<file path="src/design/jsa_pkg.sv">
// shared types and constants for the joystick stepper with auto-repeat
`default_nettype none

package jsa_pkg;

  // request kinds
  localparam logic [1:0] KIND_POLL          = 2'd0;
  localparam logic [1:0] KIND_PRELOAD_VERT  = 2'd1;
  localparam logic [1:0] KIND_PRELOAD_HORIZ = 2'd2;

  // configuration register indexes
  localparam int CFG_INDEX_BITS = 3;
  localparam int CFG_DATA_BITS  = 16;
  localparam logic [CFG_INDEX_BITS-1:0] CFG_VERT_MIN   = 3'd0;
  localparam logic [CFG_INDEX_BITS-1:0] CFG_VERT_MAX   = 3'd1;
  localparam logic [CFG_INDEX_BITS-1:0] CFG_VERT_STEP  = 3'd2;
  localparam logic [CFG_INDEX_BITS-1:0] CFG_HORIZ_MIN  = 3'd3;
  localparam logic [CFG_INDEX_BITS-1:0] CFG_HORIZ_MAX  = 3'd4;
  localparam logic [CFG_INDEX_BITS-1:0] CFG_HORIZ_STEP = 3'd5;
  localparam logic [CFG_INDEX_BITS-1:0] CFG_MODE_FLAGS = 3'd6;
  localparam logic [CFG_INDEX_BITS-1:0] CFG_REPEAT_MS  = 3'd7;

  // mode flag bit positions
  localparam int MODE_VERT_EN   = 0;
  localparam int MODE_VERT_WRAP = 1;
  localparam int MODE_HORIZ_EN  = 2;
  localparam int MODE_HORIZ_WRAP = 3;

  localparam logic signed [7:0] STEP_THRESHOLD = 8'sd64;
  localparam logic signed [7:0] DEAD_ZONE      = 8'sd16;
  localparam logic [15:0]       REPEAT_RESET   = 16'd200;
  localparam logic [6:0]        STEP_RESET     = 7'd1;

  typedef struct packed {
    logic [1:0]        kind;
    logic signed [7:0] axis_x;
    logic signed [7:0] axis_y;
    logic [7:0]        elapsed_ms;
    logic signed [7:0] preload_value;
  } in_item_t;

  typedef struct packed {
    logic signed [7:0] vert_value;
    logic signed [7:0] horiz_value;
    logic              vert_changed;
    logic              horiz_changed;
  } out_item_t;

  // per-axis configuration
  typedef struct packed {
    logic signed [7:0] min_val;
    logic signed [7:0] max_val;
    logic [6:0]        step;
    logic              enable;
    logic              wrap;
  } axis_cfg_t;

  // per-axis command for one request
  typedef struct packed {
    logic poll;
    logic preload;
    logic move_up;
    logic move_down;
  } axis_cmd_t;

endpackage

`default_nettype wire

</file>
<file path="src/design/jsa_if.sv">
// valid/ready channel interfaces for requests and results
`default_nettype none

interface jsa_in_if;
  logic               valid;
  logic               ready;
  jsa_pkg::in_item_t  data;

  modport source (output valid, output data, input ready);
  modport sink   (input valid, input data, output ready);
endinterface

interface jsa_out_if;
  logic               valid;
  logic               ready;
  jsa_pkg::out_item_t data;

  modport source (output valid, output data, input ready);
  modport sink   (input valid, input data, output ready);
endinterface

`default_nettype wire

</file>
<file path="src/design/joystick_stepper_autorepeat.sv">
// Joystick stepper with auto-repeat: two axes turned into stepped values.
// Requests come in on items (valid/ready). Kind poll samples both axes:
// a deflection beyond +-64 steps the axis value by its step, limited by
// min/max with wrap or clamp, and gated by a repeat delay once armed;
// a return into the +-16 dead zone disarms. Kinds preload vertical and
// preload horizontal write a value. Every request gives one result on
// results: both values and a changed flag for each axis.
// Configuration is written through cfg_we/cfg_index/cfg_data; the user
// must write it only while idle; the block does not enforce this. A
// request is worked out from the input register. Throughput is one
// request per clock unless results stalls; the axis state updates in the
// same cycle the request moves into the result register, so back-to-back
// requests see fresh state. On a stall the result register holds and
// items.ready drops once the input register is full.
// Reset (synchronous, rst high) clears values, timers and arm bits,
// empties both registers and restores the configuration defaults.
`default_nettype none

module joystick_stepper_autorepeat #(
  parameter int TIMER_BITS = 16
) (
  input  wire                                         clk,
  input  wire                                         rst,
  jsa_in_if.sink                                      items,
  jsa_out_if.source                                   results,
  input  wire                                         cfg_we,
  input  wire logic [jsa_pkg::CFG_INDEX_BITS-1:0]     cfg_index,
  input  wire logic [jsa_pkg::CFG_DATA_BITS-1:0]      cfg_data
);

  // configuration registers
  logic signed [7:0] vert_min;
  logic signed [7:0] vert_max;
  logic [6:0]        vert_step;
  logic signed [7:0] horiz_min;
  logic signed [7:0] horiz_max;
  logic [6:0]        horiz_step;
  logic [3:0]        mode_flags;
  logic [15:0]       repeat_ms;

  always_ff @(posedge clk) begin
    if (rst) begin
      vert_min   <= '0;
      vert_max   <= '0;
      vert_step  <= jsa_pkg::STEP_RESET;
      horiz_min  <= '0;
      horiz_max  <= '0;
      horiz_step <= jsa_pkg::STEP_RESET;
      mode_flags <= '0;
      repeat_ms  <= jsa_pkg::REPEAT_RESET;
    end else if (cfg_we) begin
      case (cfg_index)
        jsa_pkg::CFG_VERT_MIN:   vert_min   <= cfg_data[7:0];
        jsa_pkg::CFG_VERT_MAX:   vert_max   <= cfg_data[7:0];
        jsa_pkg::CFG_VERT_STEP:  vert_step  <= cfg_data[6:0];
        jsa_pkg::CFG_HORIZ_MIN:  horiz_min  <= cfg_data[7:0];
        jsa_pkg::CFG_HORIZ_MAX:  horiz_max  <= cfg_data[7:0];
        jsa_pkg::CFG_HORIZ_STEP: horiz_step <= cfg_data[6:0];
        jsa_pkg::CFG_MODE_FLAGS: mode_flags <= cfg_data[3:0];
        jsa_pkg::CFG_REPEAT_MS:  repeat_ms  <= cfg_data[15:0];
        default: ;
      endcase
    end
  end

  // input register
  logic              req_valid;
  jsa_pkg::in_item_t req;
  logic              advance;

  // result register
  logic               rsp_valid;
  jsa_pkg::out_item_t rsp;

  assign advance     = req_valid && (!rsp_valid || results.ready);
  assign items.ready = !req_valid || advance;

  always_ff @(posedge clk) begin
    if (rst) begin
      req_valid <= 1'b0;
    end else if (items.ready) begin
      req_valid <= items.valid;
    end
  end

  always_ff @(posedge clk) begin
    if (items.valid && items.ready) begin
      req <= items.data;
    end
  end

  // per-axis decode
  jsa_pkg::axis_cfg_t vert_cfg;
  jsa_pkg::axis_cfg_t horiz_cfg;
  jsa_pkg::axis_cmd_t vert_cmd;
  jsa_pkg::axis_cmd_t horiz_cmd;
  logic               is_poll;
  logic signed [7:0]  vert_value_next;
  logic signed [7:0]  horiz_value_next;
  logic               vert_stepped;
  logic               horiz_stepped;

  always_comb begin
    is_poll = advance && (req.kind == jsa_pkg::KIND_POLL);

    vert_cfg.min_val = vert_min;
    vert_cfg.max_val = vert_max;
    vert_cfg.step    = vert_step;
    vert_cfg.enable  = mode_flags[jsa_pkg::MODE_VERT_EN];
    vert_cfg.wrap    = mode_flags[jsa_pkg::MODE_VERT_WRAP];

    horiz_cfg.min_val = horiz_min;
    horiz_cfg.max_val = horiz_max;
    horiz_cfg.step    = horiz_step;
    horiz_cfg.enable  = mode_flags[jsa_pkg::MODE_HORIZ_EN];
    horiz_cfg.wrap    = mode_flags[jsa_pkg::MODE_HORIZ_WRAP];

    // positive vertical deflection counts down
    vert_cmd.poll      = is_poll;
    vert_cmd.preload   = advance && (req.kind == jsa_pkg::KIND_PRELOAD_VERT);
    vert_cmd.move_up   = req.axis_y < -jsa_pkg::STEP_THRESHOLD;
    vert_cmd.move_down = req.axis_y > jsa_pkg::STEP_THRESHOLD;

    horiz_cmd.poll      = is_poll;
    horiz_cmd.preload   = advance && (req.kind == jsa_pkg::KIND_PRELOAD_HORIZ);
    horiz_cmd.move_up   = req.axis_x > jsa_pkg::STEP_THRESHOLD;
    horiz_cmd.move_down = req.axis_x < -jsa_pkg::STEP_THRESHOLD;
  end

  jsa_axis #(
    .TIMER_BITS (TIMER_BITS)
  ) u_vert (
    .clk           (clk),
    .rst           (rst),
    .cfg           (vert_cfg),
    .repeat_ms     (repeat_ms),
    .cmd           (vert_cmd),
    .sample        (req.axis_y),
    .elapsed_ms    (req.elapsed_ms),
    .preload_value (req.preload_value),
    .value_next    (vert_value_next),
    .stepped       (vert_stepped)
  );

  jsa_axis #(
    .TIMER_BITS (TIMER_BITS)
  ) u_horiz (
    .clk           (clk),
    .rst           (rst),
    .cfg           (horiz_cfg),
    .repeat_ms     (repeat_ms),
    .cmd           (horiz_cmd),
    .sample        (req.axis_x),
    .elapsed_ms    (req.elapsed_ms),
    .preload_value (req.preload_value),
    .value_next    (horiz_value_next),
    .stepped       (horiz_stepped)
  );

  always_ff @(posedge clk) begin
    if (rst) begin
      rsp_valid <= 1'b0;
    end else if (advance) begin
      rsp_valid <= 1'b1;
    end else if (results.ready) begin
      rsp_valid <= 1'b0;
    end
  end

  always_ff @(posedge clk) begin
    if (advance) begin
      rsp.vert_value    <= vert_value_next;
      rsp.horiz_value   <= horiz_value_next;
      rsp.vert_changed  <= vert_stepped;
      rsp.horiz_changed <= horiz_stepped;
    end
  end

  assign results.valid = rsp_valid;
  assign results.data  = rsp;

endmodule

`default_nettype wire

</file>
<file path="src/design/jsa_axis.sv">
// one axis: stepped value, saturating repeat timer and repeat arm bit
`default_nettype none

module jsa_axis #(
  parameter int TIMER_BITS = 16
) (
  input  wire                       clk,
  input  wire                       rst,
  input  wire jsa_pkg::axis_cfg_t   cfg,
  input  wire logic [15:0]          repeat_ms,
  input  wire jsa_pkg::axis_cmd_t   cmd,
  input  wire logic signed [7:0]    sample,
  input  wire logic [7:0]           elapsed_ms,
  input  wire logic signed [7:0]    preload_value,
  output logic signed [7:0]         value_next,
  output logic                      stepped
);

  localparam int CMP_W = (TIMER_BITS > 16) ? TIMER_BITS : 16;

  logic signed [7:0]       value;
  logic [TIMER_BITS-1:0]   timer;
  logic                    armed;

  logic [TIMER_BITS:0]     timer_sum;
  logic [TIMER_BITS-1:0]   timer_add;
  logic [TIMER_BITS-1:0]   timer_next;
  logic                    armed_next;
  logic                    active;
  logic                    gate;
  logic                    in_dead_zone;
  logic signed [9:0]       value_w;
  logic signed [9:0]       step_w;
  logic signed [9:0]       sum_up;
  logic signed [9:0]       sum_down;
  logic signed [7:0]       stepped_value;

  always_comb begin
    timer_sum = (TIMER_BITS+1)'(timer) + (TIMER_BITS+1)'(elapsed_ms);
    timer_add = timer_sum[TIMER_BITS] ? {TIMER_BITS{1'b1}} : timer_sum[TIMER_BITS-1:0];

    active = cfg.enable && (cfg.max_val > cfg.min_val);
    gate   = !armed || (CMP_W'(timer_add) >= CMP_W'(repeat_ms));
    in_dead_zone = (sample > -jsa_pkg::DEAD_ZONE) && (sample < jsa_pkg::DEAD_ZONE);
    stepped = cmd.poll && active && (cmd.move_up || cmd.move_down) && gate;

    value_w  = 10'(value);
    step_w   = signed'(10'(cfg.step));
    sum_up   = value_w + step_w;
    sum_down = value_w - step_w;

    // past a limit: wrap to the opposite one or clamp
    if (cmd.move_up) begin
      if (sum_up <= 10'(cfg.max_val)) begin
        stepped_value = sum_up[7:0];
      end else begin
        stepped_value = cfg.wrap ? cfg.min_val : cfg.max_val;
      end
    end else begin
      if (sum_down >= 10'(cfg.min_val)) begin
        stepped_value = sum_down[7:0];
      end else begin
        stepped_value = cfg.wrap ? cfg.max_val : cfg.min_val;
      end
    end

    value_next = value;
    if (cmd.preload) begin
      value_next = preload_value;
    end else if (stepped) begin
      value_next = stepped_value;
    end

    // timers run on every poll, enabled or not
    timer_next = timer;
    if (cmd.poll) begin
      timer_next = stepped ? '0 : timer_add;
    end

    armed_next = armed;
    if (cmd.poll && active) begin
      if (stepped) begin
        armed_next = 1'b1;
      end else if (in_dead_zone) begin
        armed_next = 1'b0;
      end
    end
  end

  always_ff @(posedge clk) begin
    if (rst) begin
      value <= '0;
      timer <= '0;
      armed <= 1'b0;
    end else begin
      value <= value_next;
      timer <= timer_next;
      armed <= armed_next;
    end
  end

endmodule

`default_nettype wire
</file>
<file path="src/flat_wrapper.sv">
// flat-port wrapper written by rule: the top's interface ports become plain ports
module joystick_stepper_autorepeat_flat 
#(
  parameter int TIMER_BITS = 16
)
  (clk, rst, cfg_we, cfg_index, cfg_data, items_valid, items_data, items_ready, results_valid, results_data, results_ready);
  jsa_in_if items_i ();
  jsa_out_if results_i ();
  input  wire clk;
  input  wire rst;
  input  wire cfg_we;
  input  wire logic [jsa_pkg::CFG_INDEX_BITS-1:0] cfg_index;
  input  wire logic [jsa_pkg::CFG_DATA_BITS-1:0] cfg_data;
  input wire logic [$bits(items_i.valid)-1:0] items_valid;
  input wire logic [$bits(items_i.data)-1:0] items_data;
  output wire logic [$bits(items_i.ready)-1:0] items_ready;
  output wire logic [$bits(results_i.valid)-1:0] results_valid;
  output wire logic [$bits(results_i.data)-1:0] results_data;
  input wire logic [$bits(results_i.ready)-1:0] results_ready;
  assign items_i.valid = items_valid;
  assign items_i.data = items_data;
  assign items_ready = items_i.ready;
  assign results_valid = results_i.valid;
  assign results_data = results_i.data;
  assign results_i.ready = results_ready;
  joystick_stepper_autorepeat #(.TIMER_BITS(TIMER_BITS)) u_core (.clk(clk), .rst(rst), .items(items_i), .results(results_i), .cfg_we(cfg_we), .cfg_index(cfg_index), .cfg_data(cfg_data));
endmodule
</file>
<file path="config.mk">
export PLATFORM = sky130hd
export DESIGN_NAME = joystick_stepper_autorepeat_flat
export DESIGN_NICKNAME = d
export VERILOG_FILES = /design/src/design/jsa_pkg.sv /design/src/design/jsa_if.sv /design/src/design/joystick_stepper_autorepeat.sv /design/src/design/jsa_axis.sv /design/src/flat_wrapper.sv
export SDC_FILE = /design/constraint.sdc
export NUM_CORES = 1
export LEC_CHECK = 0
export ABC_AREA = 0
export BUFFER_PORTS_ARGS = -buffer_cell sky130_fd_sc_hd__buf_4
export CAP_MARGIN = 20
export CORE_MARGIN = 1
export CORE_UTILIZATION = 50
export DETAILED_ROUTE_END_ITERATION = 6
export GPL_ROUTABILITY_DRIVEN = 0
export PLACE_DENSITY = 0.78
export SLEW_MARGIN = 0
export SYNTH_ARGS = -nofsm -noshare
export SYNTH_HDL_FRONTEND = slang
export SYNTH_HIERARCHICAL = 1
export SYNTH_SLANG_ARGS = --single-unit
export TNS_END_PERCENT = 30
</file>
<file path="constraint.sdc">
create_clock -name clk -period 7.7 [get_ports clk]
set_clock_uncertainty 0.15 [all_clocks]
set_input_delay 1.54 -clock clk [delete_from_list [all_inputs] [get_ports clk]]
set_output_delay 1.54 -clock clk [all_outputs]
set_load 0.01 [all_outputs]
</file>
==> results.cfg <==
[run_status]
status = complete, but fails checks
violations = DRC

[logic_synthesis]
seq_area_frac_synth_pct = 31.9
yosys.area_share.simple_pct = 20.3
synth_fa_ha_area_share_pct = 14.0
synth_top_cell_area_share_pct = 19.2
syn_inst = 1370
synth-compound-area-share_pct = 16.0
synth_cell_type_count = 83
syn_avg_cell_area_um2 = 8.97
synth_edf_count = 52
ys_top_cells_by_area = dfxtp_1 (19%), ha_1 (13%), edfxtp_1 (13%), mux2i_1 (7.7%), nand2b_1 (5.6%)
yosys_warnings = 6
yosys-mux-area-fraction_pct = 9.03
synth_top_family_by_area = simple AND/OR/NAND/NOR gates
synthArstFlopShare_pct = 0
ys_ff_latch = 170
synthFlopType = dfxtp_1
synth_area_leader_cell = dfxtp_1
synth_commonest_cells = ha_1 (128), inv_1 (119), dfxtp_1 (118), nand2b_1 (111), mux2i_1 (94)
synth_area_um2 = 12300
synth.most_common_cell = ha_1
synth-xor-area-share_pct = 2.14
syn_nets = 1562

[final_layout]
finalNetCount = 1596
design_area_um2 = 13600
synthToLayoutAreaGrowth_pct = 10.8
final_util_pct = 56.2
drive_above_1_share_pct = 11.1
diodes = 0

[die]
fp.dieH_um = 159
rows = 57
io_pins = 78
core_area_um2 = 24200
start_util_pct = 50.7
dieArea_um2 = 25200
die_x_um = 159

[route]
drc = 1
first_iter_violations = 877
viasPerCell = 6.04
dr.pass1.iters = 7
via_count = 10510
wl_um = 32200
routedWlPerCell_um = 18.5
ant_nets = 0

[placed_design]
place_hpwl_um = 24200
dpl_worst_slack_ps = 2390
portBuffers = 77
post_dp_cell_area_um2 = 13000

[hold_path]
hold_path.class = reg2reg
min_to = u_core/u_vert/armed$_SDFFE_PP0P_
hold_depth = 2
min_from = u_core/u_vert/armed$_SDFFE_PP0P_

[grt]
grt_max_degree = 76
grt_remaining_overflow = 0
grt_usage_pct = 25.4
antenna_found_initial = 0
grt_pass1_vias = 9995
grt_pass1_wl_um = 51200

[setup_path]
worst-setup-path-type = reg2reg
start_kind = flip-flop
r2r-end = u_core/results.data[7]$_DFFE_PP_
ff2ff_setup_slack_ps = 2220
cp.arrival_ps = 5500
rr_worst_depth = 16
required_ps = 7720
path_max_fanout = 28
end_kind = flip-flop
r2r_start = u_core/req[10]$_DFFE_PP_

[sta]
period_minus_slack_ps = 5480
whs_ps = 315
finalMaxSlewViolations = 0
finalHoldViolations = 0
fin_crit_sh_pct = 71.2
setup_ws_ps = 2220
maxSlewHeadroom_pct = 24.6
fin_tns_setup_ps = 0
setup_violations = 0
rsz0062_at_grt = no
max_slew.worst_pin.slew_ps = 1130
max_clock_freq_ghz = 0.182

[clocking]
root_buffer = clkbuf_16
cts_buffers = 17
cts.repair.resized = 0
cts_tree = yes
clk_latency_ps = 440
cts_buffer_depth = 2
postCtsSetupBuffers = 0
clk_pin_slew_ps = 70
clock-sinks = 170
cts-htree-levels = 4
cts_hold_buffers = 0

[power_and_ir_drop]
powerDensity_nw_per_um2 = 166
power_leakage_uw = 0.00566
irDropWorstVdd_mv = 0.128

[run]
maxCapViolCount = 0
## per-layer routing
layer  GRT usage (%)  up-vias  part of all wire (%)
met4            7.90        0                   2.6
met1            34.0     5003                    44
met3            4.73       61                   7.6
met2            41.3      442                    46
met5               0        -                     0
li1                -     5004                     -
## cell families (layout without fill, tap and decap cells)
family	after synthesis	after routing
and+or+nand+nor	450	450
AOI/OAI and AO/OA	288	288
buffers and inverters	189	236
DFF	170	170
adders and majority gates	134	134
muxes	109	109
xor gates and xnor gates	30	30
## how the worst max path moves through the flow
| stage | to | slack, ps | start |
|---|---|---|---|
| 2_1_floorplan | u_core/results.data[17]$_DFFE_PP_ | 3230 | u_core/req[8]$_DFFE_PP_ |
| 3_3_place_gp | u_core/u_vert/value[2]$_SDFF_PP0_ | 2530 | u_core/req[8]$_DFFE_PP_ |
| 3_5_place_dp | u_core/u_vert/value[2]$_SDFF_PP0_ | 2390 | u_core/req[8]$_DFFE_PP_ |
| 4_1_cts | u_core/u_vert/value[2]$_SDFF_PP0_ | 2330 | u_core/req[8]$_DFFE_PP_ |
| 5_1_grt | u_core/results.data[8]$_DFFE_PP_ | 1980 | u_core/req[15]$_DFFE_PP_ |
| 6_report | u_core/results.data[7]$_DFFE_PP_ | 2220 | u_core/req[10]$_DFFE_PP_ |
## critical path, cell delays in order, from the launching register on
cell,delay [ps]
edfxtp_1,430
ha_1,410
inv_1,90
o21ai_0,280
a21oi_1,160
o211ai_1,550
nand3_1,250
nor2_1,170
mux2_2,360
ha_1,310
nand2_1,80
nand3b_1,130
a31oi_1,410
or3_1,890
clkinv_4,210
nand2_2,220
o211ai_1,120
## layout make-up
class | count | area [µm²]
fillers | 2154 | 10600
multi-input cells | 1011 | 7600
flip-flops and latches | 170 | 3920
repair buffers | 82 | 636
inverters | 122 | 463
clock buffers | 19 | 433
well taps | 324 | 405
clock inverters | 13 | 161
## stage by stage
stage          std cells  power [µW]
2_1_floorplan       1370        1280
3_3_place_gp        1708        1390
3_5_place_dp        1708        1400
4_1_cts             1740        2270
5_1_grt             1741        2360
6_report            1741        2270
## flip-flops by register name (all words and copies together) (netlist names), 7 cells and up
register,cells
u_core/vert_min,8
u_core/vert_step,7
u_core/u_vert/timer,16
u_core/horiz_min,8
u_core/u_horiz/value,8
u_core/u_vert/value,8
u_core/horiz_step,7
u_core/horiz_max,8
u_core/u_horiz/timer,16
u_core/vert_max,8
u_core/req,34
u_core/repeat_ms,16
u_core/results.data,18
## where the power goes
group / internal (µW) / total, µW / leakage [µW] / switching (µW)
Sequential: 952 / 981 / 0.00146 / 29.1
Clock: 489 / 875 / 0.000288 / 385
Combinational: 176 / 410 / 0.00392 / 234
Total: 1620 / 2270 / 0.00566 / 648
## cells in the final DEF, fill, tap and decap left out, types with 8 or more instances in the layout
cell type  Yosys  layout
nor4_1        13      13
nand3b_1       9       9
or3_1          8       8
and3_1        10      10
nor3_1        20      20
o21bai_1      14      14
ha_1         128     128
mux2i_1       94      94
nor2b_1       18      17
a31oi_1       10      10
xor2_1        13      13
nand2_1       70      70
dfxtp_1      118     118
mux2_2        15      15
o21a_1        13      13
inv_1        119     119
nand4_1       26      26
edfxtp_1      52      52
o221ai_1      15      15
nand3_1       50      50
buf_4          6      81
nand2b_1     111     111
clkbuf_16      0      17
o21ai_0       37      37
a211oi_1       9       9
nor2_1        73      73
xnor2_1       17      17
o211ai_1      22      22
a21oi_1       91      90
a21o_1        13      13
No activity file was read; power rests on OpenSTA's default activity.
